[src/design/json_string_unescape_utf8_defines.svh]
// ----------------------------------------------------------------------------
// json_string_unescape_utf8 assertion macros
// Shared concurrent checks, clocked on clk and disabled during rst.
// ----------------------------------------------------------------------------
`ifndef JSON_STRING_UNESCAPE_UTF8_DEFINES_SVH
`define JSON_STRING_UNESCAPE_UTF8_DEFINES_SVH

// same-cycle implication
`define JSU_ASSERT_IMPL(name, ante, cons) \
  name: assert property (@(posedge clk) disable iff (rst) (ante) |-> (cons)) \
    else $error("jsu: same-cycle check failed");

// next-cycle implication
`define JSU_ASSERT_NEXT(name, ante, cons) \
  name: assert property (@(posedge clk) disable iff (rst) (ante) |=> (cons)) \
    else $error("jsu: next-cycle check failed");

`endif

[src/design/jsu_pkg.sv]
// ----------------------------------------------------------------------------
// jsu_pkg
// Codes, character constants and helper functions of the JSON string unescaper.
// ----------------------------------------------------------------------------
package jsu_pkg;

  localparam logic [1:0] KIND_DATA  = 2'd0;
  localparam logic [1:0] KIND_CLOSE = 2'd1;
  localparam logic [1:0] KIND_ERROR = 2'd2;

  localparam logic [3:0] ERR_NONE         = 4'd0;
  localparam logic [3:0] ERR_NO_QUOTE     = 4'd1;
  localparam logic [3:0] ERR_CTRL_CHAR    = 4'd2;
  localparam logic [3:0] ERR_EOF_ESC      = 4'd3;
  localparam logic [3:0] ERR_BAD_ESC      = 4'd4;
  localparam logic [3:0] ERR_BAD_HEX      = 4'd5;
  localparam logic [3:0] ERR_EOF_HEX      = 4'd6;
  localparam logic [3:0] ERR_MISSING_LOW  = 4'd7;
  localparam logic [3:0] ERR_BAD_LOW      = 4'd8;
  localparam logic [3:0] ERR_UNEXP_LOW    = 4'd9;
  localparam logic [3:0] ERR_UNTERMINATED = 4'd10;

  localparam logic [7:0] CH_QUOTE  = 8'h22;
  localparam logic [7:0] CH_BSLASH = 8'h5c;
  localparam logic [7:0] CH_SLASH  = 8'h2f;
  localparam logic [7:0] CH_B      = 8'h62;
  localparam logic [7:0] CH_F      = 8'h66;
  localparam logic [7:0] CH_N      = 8'h6e;
  localparam logic [7:0] CH_R      = 8'h72;
  localparam logic [7:0] CH_T      = 8'h74;
  localparam logic [7:0] CH_U      = 8'h75;
  localparam logic [7:0] CTRL_LIMIT = 8'h20;

  localparam logic [15:0] HIGH_SURR_MIN = 16'hd800;
  localparam logic [15:0] HIGH_SURR_MAX = 16'hdbff;
  localparam logic [15:0] LOW_SURR_MIN  = 16'hdc00;
  localparam logic [15:0] LOW_SURR_MAX  = 16'hdfff;
  localparam logic [20:0] SUPP_BASE     = 21'h10000;

  localparam logic [7:0] UTF8_LEAD2 = 8'hc0;
  localparam logic [7:0] UTF8_LEAD3 = 8'he0;
  localparam logic [7:0] UTF8_LEAD4 = 8'hf0;
  localparam logic [7:0] UTF8_CONT  = 8'h80;

  typedef logic [3:0][7:0] bytes_t;

  typedef struct packed {
    logic       ok;
    logic [3:0] digit;
  } hex_t;

  typedef struct packed {
    logic [2:0] len;
    bytes_t     bytes;
  } utf8_t;

  function automatic hex_t hex_value(input logic [7:0] c);
    hex_t r;
    r.ok    = 1'b1;
    r.digit = 4'd0;
    if (c >= 8'h30 && c <= 8'h39) begin
      r.digit = 4'(c - 8'h30);
    end else if (c >= 8'h61 && c <= 8'h66) begin
      r.digit = 4'(c - 8'h57);
    end else if (c >= 8'h41 && c <= 8'h46) begin
      r.digit = 4'(c - 8'h37);
    end else begin
      r.ok = 1'b0;
    end
    return r;
  endfunction

  // bytes[0] leaves first
  function automatic utf8_t utf8_encode(input logic [20:0] cp);
    utf8_t r;
    r.bytes = '0;
    if (cp <= 21'h7f) begin
      r.len      = 3'd1;
      r.bytes[0] = {1'b0, cp[6:0]};
    end else if (cp <= 21'h7ff) begin
      r.len      = 3'd2;
      r.bytes[0] = UTF8_LEAD2 | {3'b000, cp[10:6]};
      r.bytes[1] = UTF8_CONT | {2'b00, cp[5:0]};
    end else if (cp <= 21'hffff) begin
      r.len      = 3'd3;
      r.bytes[0] = UTF8_LEAD3 | {4'b0000, cp[15:12]};
      r.bytes[1] = UTF8_CONT | {2'b00, cp[11:6]};
      r.bytes[2] = UTF8_CONT | {2'b00, cp[5:0]};
    end else begin
      r.len      = 3'd4;
      r.bytes[0] = UTF8_LEAD4 | {5'b00000, cp[20:18]};
      r.bytes[1] = UTF8_CONT | {2'b00, cp[17:12]};
      r.bytes[2] = UTF8_CONT | {2'b00, cp[11:6]};
      r.bytes[3] = UTF8_CONT | {2'b00, cp[5:0]};
    end
    return r;
  endfunction

endpackage

[src/design/json_string_unescape_utf8.sv]
// ----------------------------------------------------------------------------
// json_string_unescape_utf8
// Unescapes one quoted JSON string, byte by byte, into UTF-8 words.
// ----------------------------------------------------------------------------
// Input channel (in_valid/in_ready): one source byte per word, or end_of_input
// set to mark the end of the text. Output channel (out_valid/out_ready): one
// result word each, kind = data byte, string closed or error, with last on
// the final word caused by an input word.
// Each accepted word is parsed in the cycle it is taken; its results sit in a
// four-entry output shift register from the next cycle on.
// Throughput: one input word per cycle while each word gives at most one
// result and the receiver takes each one. A code point that encodes to more than
// one UTF-8 byte holds the input while the shift register drains; in_ready goes
// high again in the cycle the last pending result is being taken.
// When the receiver stalls, the current result holds and input is accepted
// only if no result is pending.
// Reset (rst, synchronous): parser back to idle awaiting the opening quote,
// surrogate and hex state cleared, pending results dropped.
// After an error or the closing quote the parser returns to idle.
// ----------------------------------------------------------------------------
`include "json_string_unescape_utf8_defines.svh"

module json_string_unescape_utf8 import jsu_pkg::*; (
  input  logic       clk,
  input  logic       rst,
  input  logic       in_valid,
  output logic       in_ready,
  input  logic [7:0] in_byte,
  input  logic       end_of_input,
  output logic       out_valid,
  input  logic       out_ready,
  output logic [7:0] out_byte,
  output logic [1:0] kind,
  output logic [3:0] error_code,
  output logic       last
);

  typedef enum logic [3:0] {
    MODE_IDLE   = 4'd0,
    MODE_STR    = 4'd1,
    MODE_ESC    = 4'd2,
    MODE_HEX    = 4'd3,
    MODE_HEXBAD = 4'd4,
    MODE_NEEDBS = 4'd5,
    MODE_NEEDU  = 4'd6,
    MODE_LOW    = 4'd7,
    MODE_LOWBAD = 4'd8
  } mode_t;

  mode_t       mode, mode_next;
  logic [15:0] acc, acc_next;
  logic [1:0]  cnt, cnt_next;
  logic [9:0]  hs, hs_next;

  bytes_t      res_bytes;
  logic [2:0]  res_cnt;
  logic [1:0]  res_kind;
  logic [3:0]  res_err;

  logic        accept, pop;

  // step results
  logic [2:0]  st_n;
  bytes_t      st_bytes;
  logic [1:0]  st_kind;
  logic [3:0]  st_err;
  logic        fail;
  logic [3:0]  fail_code;
  logic        emit;
  logic [20:0] cp;
  logic        low;
  hex_t        hv;
  logic [15:0] v_new;
  utf8_t       enc;

  assign out_valid  = (res_cnt != 3'd0);
  assign out_byte   = res_bytes[0];
  assign kind       = res_kind;
  assign error_code = res_err;
  assign last       = (res_cnt == 3'd1);

  assign pop      = out_valid && out_ready;
  // take a word only if the result buffer is empty by the next edge
  assign in_ready = (res_cnt == 3'd0) || (res_cnt == 3'd1 && out_ready);
  assign accept   = in_valid && in_ready;

  assign hv    = hex_value(in_byte);
  assign v_new = {acc[11:0], hv.digit};
  assign low   = (mode == MODE_LOW);
  assign enc   = utf8_encode(cp);

  always_comb begin
    mode_next = mode;
    acc_next  = acc;
    cnt_next  = cnt;
    hs_next   = hs;
    st_n      = 3'd0;
    st_bytes  = '0;
    st_kind   = KIND_DATA;
    st_err    = ERR_NONE;
    fail      = 1'b0;
    fail_code = ERR_NONE;
    emit      = 1'b0;
    cp        = '0;
    case (mode)
      MODE_STR: begin
        if (end_of_input) begin
          fail      = 1'b1;
          fail_code = ERR_UNTERMINATED;
        end else if (in_byte == CH_QUOTE) begin
          mode_next = MODE_IDLE;
          acc_next  = '0;
          cnt_next  = '0;
          hs_next   = '0;
          st_n      = 3'd1;
          st_kind   = KIND_CLOSE;
        end else if (in_byte < CTRL_LIMIT) begin
          fail      = 1'b1;
          fail_code = ERR_CTRL_CHAR;
        end else if (in_byte == CH_BSLASH) begin
          mode_next = MODE_ESC;
        end else begin
          st_n        = 3'd1;
          st_bytes[0] = in_byte;
        end
      end
      MODE_ESC: begin
        if (end_of_input) begin
          fail      = 1'b1;
          fail_code = ERR_EOF_ESC;
        end else begin
          mode_next = MODE_STR;
          st_n      = 3'd1;
          case (in_byte)
            CH_QUOTE, CH_BSLASH, CH_SLASH: st_bytes[0] = in_byte;
            CH_B: st_bytes[0] = 8'h08;
            CH_F: st_bytes[0] = 8'h0c;
            CH_N: st_bytes[0] = 8'h0a;
            CH_R: st_bytes[0] = 8'h0d;
            CH_T: st_bytes[0] = 8'h09;
            CH_U: begin
              mode_next = MODE_HEX;
              acc_next  = '0;
              cnt_next  = '0;
              st_n      = 3'd0;
            end
            default: begin
              fail      = 1'b1;
              fail_code = ERR_BAD_ESC;
            end
          endcase
        end
      end
      MODE_HEX, MODE_LOW: begin
        if (end_of_input) begin
          fail      = 1'b1;
          fail_code = ERR_EOF_HEX;
        end else if (!hv.ok) begin
          if (cnt == 2'd3) begin
            fail      = 1'b1;
            fail_code = ERR_BAD_HEX;
          end else begin
            cnt_next  = cnt + 2'd1;
            mode_next = low ? MODE_LOWBAD : MODE_HEXBAD;
          end
        end else if (cnt == 2'd3) begin
          // fourth digit completes the group
          acc_next = '0;
          cnt_next = '0;
          if (low) begin
            if (v_new < LOW_SURR_MIN || v_new > LOW_SURR_MAX) begin
              fail      = 1'b1;
              fail_code = ERR_BAD_LOW;
            end else begin
              mode_next = MODE_STR;
              emit      = 1'b1;
              cp        = SUPP_BASE + {1'b0, hs, v_new[9:0]};
            end
          end else if (v_new >= HIGH_SURR_MIN && v_new <= HIGH_SURR_MAX) begin
            hs_next   = v_new[9:0];
            mode_next = MODE_NEEDBS;
          end else if (v_new >= LOW_SURR_MIN && v_new <= LOW_SURR_MAX) begin
            fail      = 1'b1;
            fail_code = ERR_UNEXP_LOW;
          end else begin
            mode_next = MODE_STR;
            emit      = 1'b1;
            cp        = {5'b00000, v_new};
          end
        end else begin
          acc_next = v_new;
          cnt_next = cnt + 2'd1;
        end
      end
      MODE_HEXBAD, MODE_LOWBAD: begin
        if (end_of_input) begin
          fail      = 1'b1;
          fail_code = ERR_EOF_HEX;
        end else if (cnt == 2'd3) begin
          fail      = 1'b1;
          fail_code = ERR_BAD_HEX;
        end else begin
          cnt_next = cnt + 2'd1;
        end
      end
      MODE_NEEDBS: begin
        if (end_of_input || in_byte != CH_BSLASH) begin
          fail      = 1'b1;
          fail_code = ERR_MISSING_LOW;
        end else begin
          mode_next = MODE_NEEDU;
        end
      end
      MODE_NEEDU: begin
        if (end_of_input || in_byte != CH_U) begin
          fail      = 1'b1;
          fail_code = ERR_MISSING_LOW;
        end else begin
          mode_next = MODE_LOW;
          acc_next  = '0;
          cnt_next  = '0;
        end
      end
      default: begin
        // idle and unused codes: wait for the opening quote
        if (end_of_input || in_byte != CH_QUOTE) begin
          fail      = 1'b1;
          fail_code = ERR_NO_QUOTE;
        end else begin
          mode_next = MODE_STR;
          acc_next  = '0;
          cnt_next  = '0;
          hs_next   = '0;
        end
      end
    endcase
    if (emit) begin
      st_n     = enc.len;
      st_bytes = enc.bytes;
    end
    if (fail) begin
      mode_next = MODE_IDLE;
      acc_next  = '0;
      cnt_next  = '0;
      hs_next   = '0;
      st_n      = 3'd1;
      st_bytes  = '0;
      st_kind   = KIND_ERROR;
      st_err    = fail_code;
    end
  end

  always_ff @(posedge clk) begin
    if (rst) begin
      mode    <= MODE_IDLE;
      acc     <= '0;
      cnt     <= '0;
      hs      <= '0;
      res_cnt <= '0;
    end else begin
      if (accept) begin
        mode      <= mode_next;
        acc       <= acc_next;
        cnt       <= cnt_next;
        hs        <= hs_next;
        res_cnt   <= st_n;
        res_bytes <= st_bytes;
        res_kind  <= st_kind;
        res_err   <= st_err;
      end else if (pop) begin
        res_cnt   <= res_cnt - 3'd1;
        res_bytes <= {8'h00, res_bytes[3:1]};
      end
    end
  end

  `JSU_ASSERT_IMPL(a_multi_blocks_input, res_cnt > 3'd1, !in_ready)
  `JSU_ASSERT_IMPL(a_buffer_bound, 1'b1, res_cnt <= 3'd4)
  `JSU_ASSERT_IMPL(a_nondata_is_last, out_valid && kind != KIND_DATA, last && res_cnt == 3'd1)
  `JSU_ASSERT_IMPL(a_err_code_match, out_valid, (kind == KIND_ERROR) != (error_code == ERR_NONE))
  `JSU_ASSERT_NEXT(a_drain_empty, pop && last && !accept, !out_valid)

endmodule
[config.mk]
export PLATFORM = sky130hd
export DESIGN_NAME = json_string_unescape_utf8
export DESIGN_NICKNAME = d
export VERILOG_FILES = /design/src/design/jsu_pkg.sv /design/src/design/json_string_unescape_utf8.sv
export VERILOG_INCLUDE_DIRS = /design/src /design/src/design
export SDC_FILE = /design/constraint.sdc
export NUM_CORES = 1
export LEC_CHECK = 0
export BUFFER_PORTS_ARGS = -buffer_cell sky130_fd_sc_hd__buf_4
export CAP_MARGIN = 20
export CORE_UTILIZATION = 40
export DETAILED_ROUTE_END_ITERATION = 7
export SETUP_SLACK_MARGIN = 0.05
export SYNTH_ARGS = -nofsm -noshare
export SYNTH_HDL_FRONTEND = slang
export SYNTH_SLANG_ARGS = --single-unit
[constraint.sdc]
create_clock -name clk -period 6.1 [get_ports clk]
set_input_delay 1.22 -clock clk [delete_from_list [all_inputs] [get_ports clk]]
set_output_delay 1.22 -clock clk [all_outputs]
set_load 0.01 [all_outputs]
# Word-level counts from Yosys, hierarchy flattened
# Cells that the tools add are included.
# totals
reg_bits	69
latchBits	0
mem_bits_rw	0
rom_bits	0
in_bits	13
output_inout_bits	17
word_cells	257
mem_count	0
# classes
n_addsub	6
multipliers	0
div	0
order_cmp	16
eq_ne	48
n_shift	0
muxes	144
bitwise	2
n_reduce_logical	29
# ops
operator	count
2-to-1 mux 32 bit	4
2-to-1 mux 21 bit	6
2-to-1 mux 12 bit	10
2-to-1 mux 4 bit	30
2-to-1 mux 10 bit	9
2-to-1 mux 16 bit	4
one-hot mux 12 bit (5 select lines)	1
== test 8 x 7 -> 1 bit, second input constant	7
2-to-1 mux 8 bit	7
one-hot mux 4 bit (6 select lines)	2
one-hot mux 8 bit (6 select lines)	1
2-to-1 mux 1 bit	36
2-to-1 mux 3 bit	12
!= test 3 bit, second input constant	11
greater-or-equal comparator 16 bit, second input constant	2
<= comparator 16 bit, second input constant	2
2-to-1 mux 2 bit	15
one-hot mux 10 bit (3 select lines)	1
AND reduction 10 bit	3
2-to-1 mux 24 bit	1
2-to-1 mux 22 bit	1
adder 17 x 20 -> 21 bit, first input constant	1
<= comparator 21 x 11 -> 1 bit, second input constant	1
<= comparator 21 x 16 -> 1 bit, second input constant	1
other kinds (46)	77

# Logic depth before layout (Yosys ltp)
# depth
ltp_word	21
mapped_depth	10
mapped_depth_nobuf	9

# Worst setup path before layout
# No wires, ideal clock.
# synth_path
path_type	input-to-reg
from	in in_byte[1]
to	reg res_bytes, in the netlist out_byte[3] (data pin)
setup_ps	257
arrival_ps	3142
t_required_ps	5843
path_slack_ps	2701
cell_stages	10
path_buffers	1
path_cell_list	inv_1 ha_1 or3b_1 o31ai_2 o211a_2 nor2_2 buf_4 o21ai_2 a31oi_1 a32o_1
# synth_between
elab_chain_cells	21
elab_cells_between_ends	94
cone_classes	add/sub: 4; order compare: 16; eq/ne: 12; mux: 51; reduce/logical: 11
# synth_rtl
element	line_no	source
from (decl)	json_string_unescape_utf8.sv:28	input logic [7:0] in_byte,
greater-or-equal comparator 8 x 7 -> 1 bit or <= comparator 8 x 7 -> 1 bit (tied branches)	jsu_pkg.sv:65	end else if (c >= 8'h41 && c <= 8'h46) begin
logical AND 1 bit	jsu_pkg.sv:65	
2-to-1 mux 4 bit	jsu_pkg.sv:65	
2-to-1 mux 4 bit	jsu_pkg.sv:63	end else if (c >= 8'h61 && c <= 8'h66) begin
2-to-1 mux 4 bit	jsu_pkg.sv:61	if (c >= 8'h30 && c <= 8'h39) begin
greater-or-equal comparator 16 bit or <= comparator 16 bit (tied branches)	json_string_unescape_utf8.sv:182	end else if (v_new >= LOW_SURR_MIN && v_new <= LOW_SURR_MAX) begin
logical AND 1 bit	json_string_unescape_utf8.sv:182	
2-to-1 mux 16 bit	json_string_unescape_utf8.sv:182	
[5 not listed]	--	
2-to-1 mux 21 bit	json_string_unescape_utf8.sv:105	case (mode)
<= comparator 21 x 16 -> 1 bit	jsu_pkg.sv:84	end else if (cp <= 21'hffff) begin
2-to-1 mux 22 bit	jsu_pkg.sv:84	
2-to-1 mux 16 bit	jsu_pkg.sv:80	end else if (cp <= 21'h7ff) begin
2-to-1 mux 8 bit	jsu_pkg.sv:77	if (cp <= 21'h7f) begin
2-to-1 mux 32 bit	json_string_unescape_utf8.sv:237	if (emit) begin
2-to-1 mux 32 bit *	json_string_unescape_utf8.sv:241	if (fail) begin
2-to-1 mux 32 bit *	json_string_unescape_utf8.sv:261	if (accept) begin
to (signal assigned)	json_string_unescape_utf8.sv:267	res_bytes <= st_bytes;
to (signal assigned)	json_string_unescape_utf8.sv:272	res_bytes <= {8'h00, res_bytes[3:1]};
to (decl)	json_string_unescape_utf8.sv:55	bytes_t res_bytes;
# Mark *: on every way between the ends. The rest lies on a longest branch, timed or not.
# A chain may end at the register's enable or synchronous reset.

# Final worst setup path
# layout_path
from	in in_byte[1]
to	reg acc[2]
# layout_between
elab_chain_cells	16
elab_cells_between_ends	75
cone_classes	add/sub: 3; order compare: 13; eq/ne: 21; mux: 27; reduce/logical: 11
# layout_rtl
element	line_no	source
greater-or-equal comparator 8 x 7 -> 1 bit or <= comparator 8 x 7 -> 1 bit (tied branches)	jsu_pkg.sv:65	
logical AND 1 bit	jsu_pkg.sv:65	
2-to-1 mux 4 bit	jsu_pkg.sv:65	
2-to-1 mux 4 bit	jsu_pkg.sv:63	
2-to-1 mux 4 bit	jsu_pkg.sv:61	
greater-or-equal comparator 16 bit or <= comparator 16 bit (tied branches)	json_string_unescape_utf8.sv:182	
logical AND 1 bit	json_string_unescape_utf8.sv:182	
2-to-1 mux 1 bit	json_string_unescape_utf8.sv:182	
2-to-1 mux 1 bit	json_string_unescape_utf8.sv:179	end else if (v_new >= HIGH_SURR_MIN && v_new <= HIGH_SURR_MAX) begin
2-to-1 mux 1 bit	json_string_unescape_utf8.sv:170	if (low) begin
2-to-1 mux 1 bit	json_string_unescape_utf8.sv:166	end else if (cnt == 2'd3) begin
2-to-1 mux 1 bit	json_string_unescape_utf8.sv:158	end else if (!hv.ok) begin
2-to-1 mux 1 bit	json_string_unescape_utf8.sv:155	if (end_of_input) begin
one-hot mux 1 bit (6 select lines)	json_string_unescape_utf8.sv:105	
!= test 6 x 2 -> 1 bit (no line) (tied with other cells)	--	
AND reduction 10 bit (no line)	--	
to (signal assigned)	json_string_unescape_utf8.sv:263	acc <= acc_next;
to (decl)	json_string_unescape_utf8.sv:51	logic [15:0] acc, acc_next;
# Several ways; a longest one is shown, not always the timed one. The select of a mux whose other input is x is not followed.

==> results.yml <==
outcome:
  status: "complete, no violations"
floorplan:
  rows: 40
  dieWidth_um: 113
  ios: 30
  fp.dieH_um: 113
  die_area_um2: 12800
  start_util_pct: 41.1
  core_area_um2: 12000
placed_design:
  gp_congestion: 0.945
  pre_cts_ws_ns: 1.85
  dpl_cell_area_um2: 5110
  port-buffer-count: 29
  dp_hpwl_um: 10500
global_route:
  grt_use_total_pct: 22.7
  grt_max_degree: 30
  antenna_found_initial: 0
  grt_pass1_vias: 4155
  overflow: 0
  grt_pass1_wl_um: 22700
timing:
  final.setup.tns_ns: 0
  period_needed_ns: 3.98
  finClkSkew_ns: 0.00751
  worst-slew-pin-transition_ns: 0.856
  slew_headroom_pct: 42.3
  setup_viol: 0
  finalCritPeriodShare_pct: 65.2
  fmax_ghz: 0.251
  timing.final.ws_setup_ns: 2.12
  hold_viol_final: 0
  rsz0062_at_grt: "false"
  final_max_slew_viol_count: 0
clock_tree:
  cts_sinks: 66
  cts_buffer_depth: 2
  ctsHoldBuffers: 0
  cts-resized-gates: 0
  cts_buffers: 9
  h-tree-depth: 3
  cts_tree: "built"
  post-cts-setup-buffer-count: 0
  clk_root_buffer_cell: "clkbuf_16"
  clk_pin_slew_worst_paths_ns: 0.05
  clock_latency_ns: 0.33
logic_synthesis:
  syn-num-nets: 600
  synth_ff_type: "edfxtp_1"
  syn_avg_cell_area_um2: 8.58
  async_flop_share_pct: 0
  ys_seq_area_share_pct: 33.8
  synth-seq-cells: 66
  synth_edf_count: 35
  synth.distinct_cells: 93
  yosysWarnings: 0
  synthCells: 576
  netlist_area_um2: 4940
hold_path:
  hp-class: "register to register"
  holdCritStartpoint: "hs[4]"
finish:
  fill_cells: 1183
  antenna_cells: 0
  multiInputGateArea_um2: 2960
  syn2layout_area_growth_pct: 8.99
  num-nets-final: 600
  drive_gt1_share_pct: 13.9
  register_area_um2: 1670
  finalInstanceArea_um2: 5390
worst_setup_path:
  cp_data_required_time_ns: 6.32
  cp_cell_sequence: "buf_4 > inv_1 > ha_1 > or3b_1 > o31ai_2 > o2111ai_2 > nand4_2 > nor2_4 > a21oi_2 > mux2_2"
  rr_startpoint: "mode[1]"
  start_kind: "input pin"
  end_kind: "register"
  cp_max_fo: 12
  cpMaxStageDelayCell: "a21oi_2"
  cpLargestDelayFamily: "compound AO/OA/AOI/OAI gates"
  max_stage_delay_ns: 0.70
  cp.arrival_ns: 4.20
  path_class: "input pin to register"
  timing.critical_path.buf_inv: 2
  crit_start: "in_byte[1]"
drt:
  routedWlPerCell_um: 19.7
  drt-vias-per-instance: 6.34
  wl_um: 14300
  vias: 4614
  drc: 0
  drt_iter0_drc: 770
  drt_first_pass_iters: 5
  antenna_left: 0
job:
  maxCapViolCount: 0
power:
  p_leak_nw: 1.82
  ir_drop_uv: 115
  p_per_area_nw_per_um2: 236
[synth_stat cells, types with 12 or more instances]
cell type  instances  area share, %
a21oi_1           25            2.5
dfxtp_1           31             13
o21ai_0           40            4.1
mux2i_1           14            2.8
nand3_1           30            3.0
clkbuf_1          13           0.99
inv_1             13           0.99
a31oi_1           12            1.5
edfxtp_1          35             21
nor2_1            36            2.7
nand4_1           14            1.8
nand2_1           83            6.3
buf_4             12            1.8
[logic make-up after synthesis]
logic type	synth area share [%]
AOI/OAI and AO/OA	24.6
muxes	3.52
DFF	33.8
and+or+nand+nor	27.2
adders and majority gates	2.79
buffers and inverters	6.20
xor gates and xnor gates	1.77
[final timing paths]
kind                                    end  slack, ns  depth (start not counted)
worst min register to register        hs[4]       0.49                          2
worst min-delay path                  hs[4]       0.49                          2
worst max-delay path                 acc[2]       2.12                         10
worst max register to register  out_byte[2]       2.56                          7
[placed cells by master (no fill, tap or decap), drive strengths merged, types with 6 or more instances in the layout]
cell,n
a31oi,12
and3,6
nand2b,9
nor3,14
nand2,85
and2,6
edfxtp,35
nor2,40
o22ai,8
buf,32
o31ai,9
a21oi,27
ha,11
nand4,15
mux2i,14
dfxtp,31
o21ai,43
clkbuf,10
a22oi,6
nand3,30
nor2b,8
inv,15
[registers in the layout (all words and copies together) (netlist names)]
signal	flops
acc	12
cnt	2
error_code	4
hs	10
kind	2
mode	4
out_byte	8
res_bytes	21
res_cnt	3
[final cells by class]
type / instances / area share [%]
Sequential cell: 66 / 31.0
Clock buffer: 10 / 4.25
Multi-Input combinational cell: 452 / 55.0
Tap cell: 147 / 3.42
Inverter: 15 / 1.05
Clock inverter: 6 / 0.767
Timing Repair Buffer: 32 / 4.46
[through the flow]
stage	total power [mW]	hold slack [ns]	util (%)	instances
after floorplan	0.727	0.449	-	576
after global placement	0.801	0.467	42.6	712
after detailed placement	0.803	0.482	42.6	712
after CTS	1.28	0.490	44.8	728
after global routing	1.32	0.521	44.8	728
final	1.27	0.489	44.8	728
[layer usage]
| metal | wire [µm] | global-route usage (%) | part of all wire, % | vias up |
|---|---|---|---|---|
| met4 | 272 | 6.67 | 1.9 | 0 |
| met5 | 0 | 0 | 0 | - |
| met1 | 6590 | 32.5 | 46 | 2182 |
| met3 | 1050 | 3.91 | 7.3 | 33 |
| met2 | 6410 | 35.0 | 45 | 219 |
| li1 | - | - | - | 2180 |
[worst register-to-register path, delay by kind of cell (launching register included)]
kind	cells	cell delay, ns
simple gates	4	1.48
compound gates	3	0.98
flops	1	0.83
[report_power, final]
group	switching [mW]	internal (mW)	total (mW)	leakage [nW]
clock network	0.201	0.276	0.476	0.127
logic	0.164	0.0970	0.261	1.11
registers	0.0133	0.521	0.534	0.579
total	0.378	0.893	1.27	1.82
(Power assumes the default switching activity.)
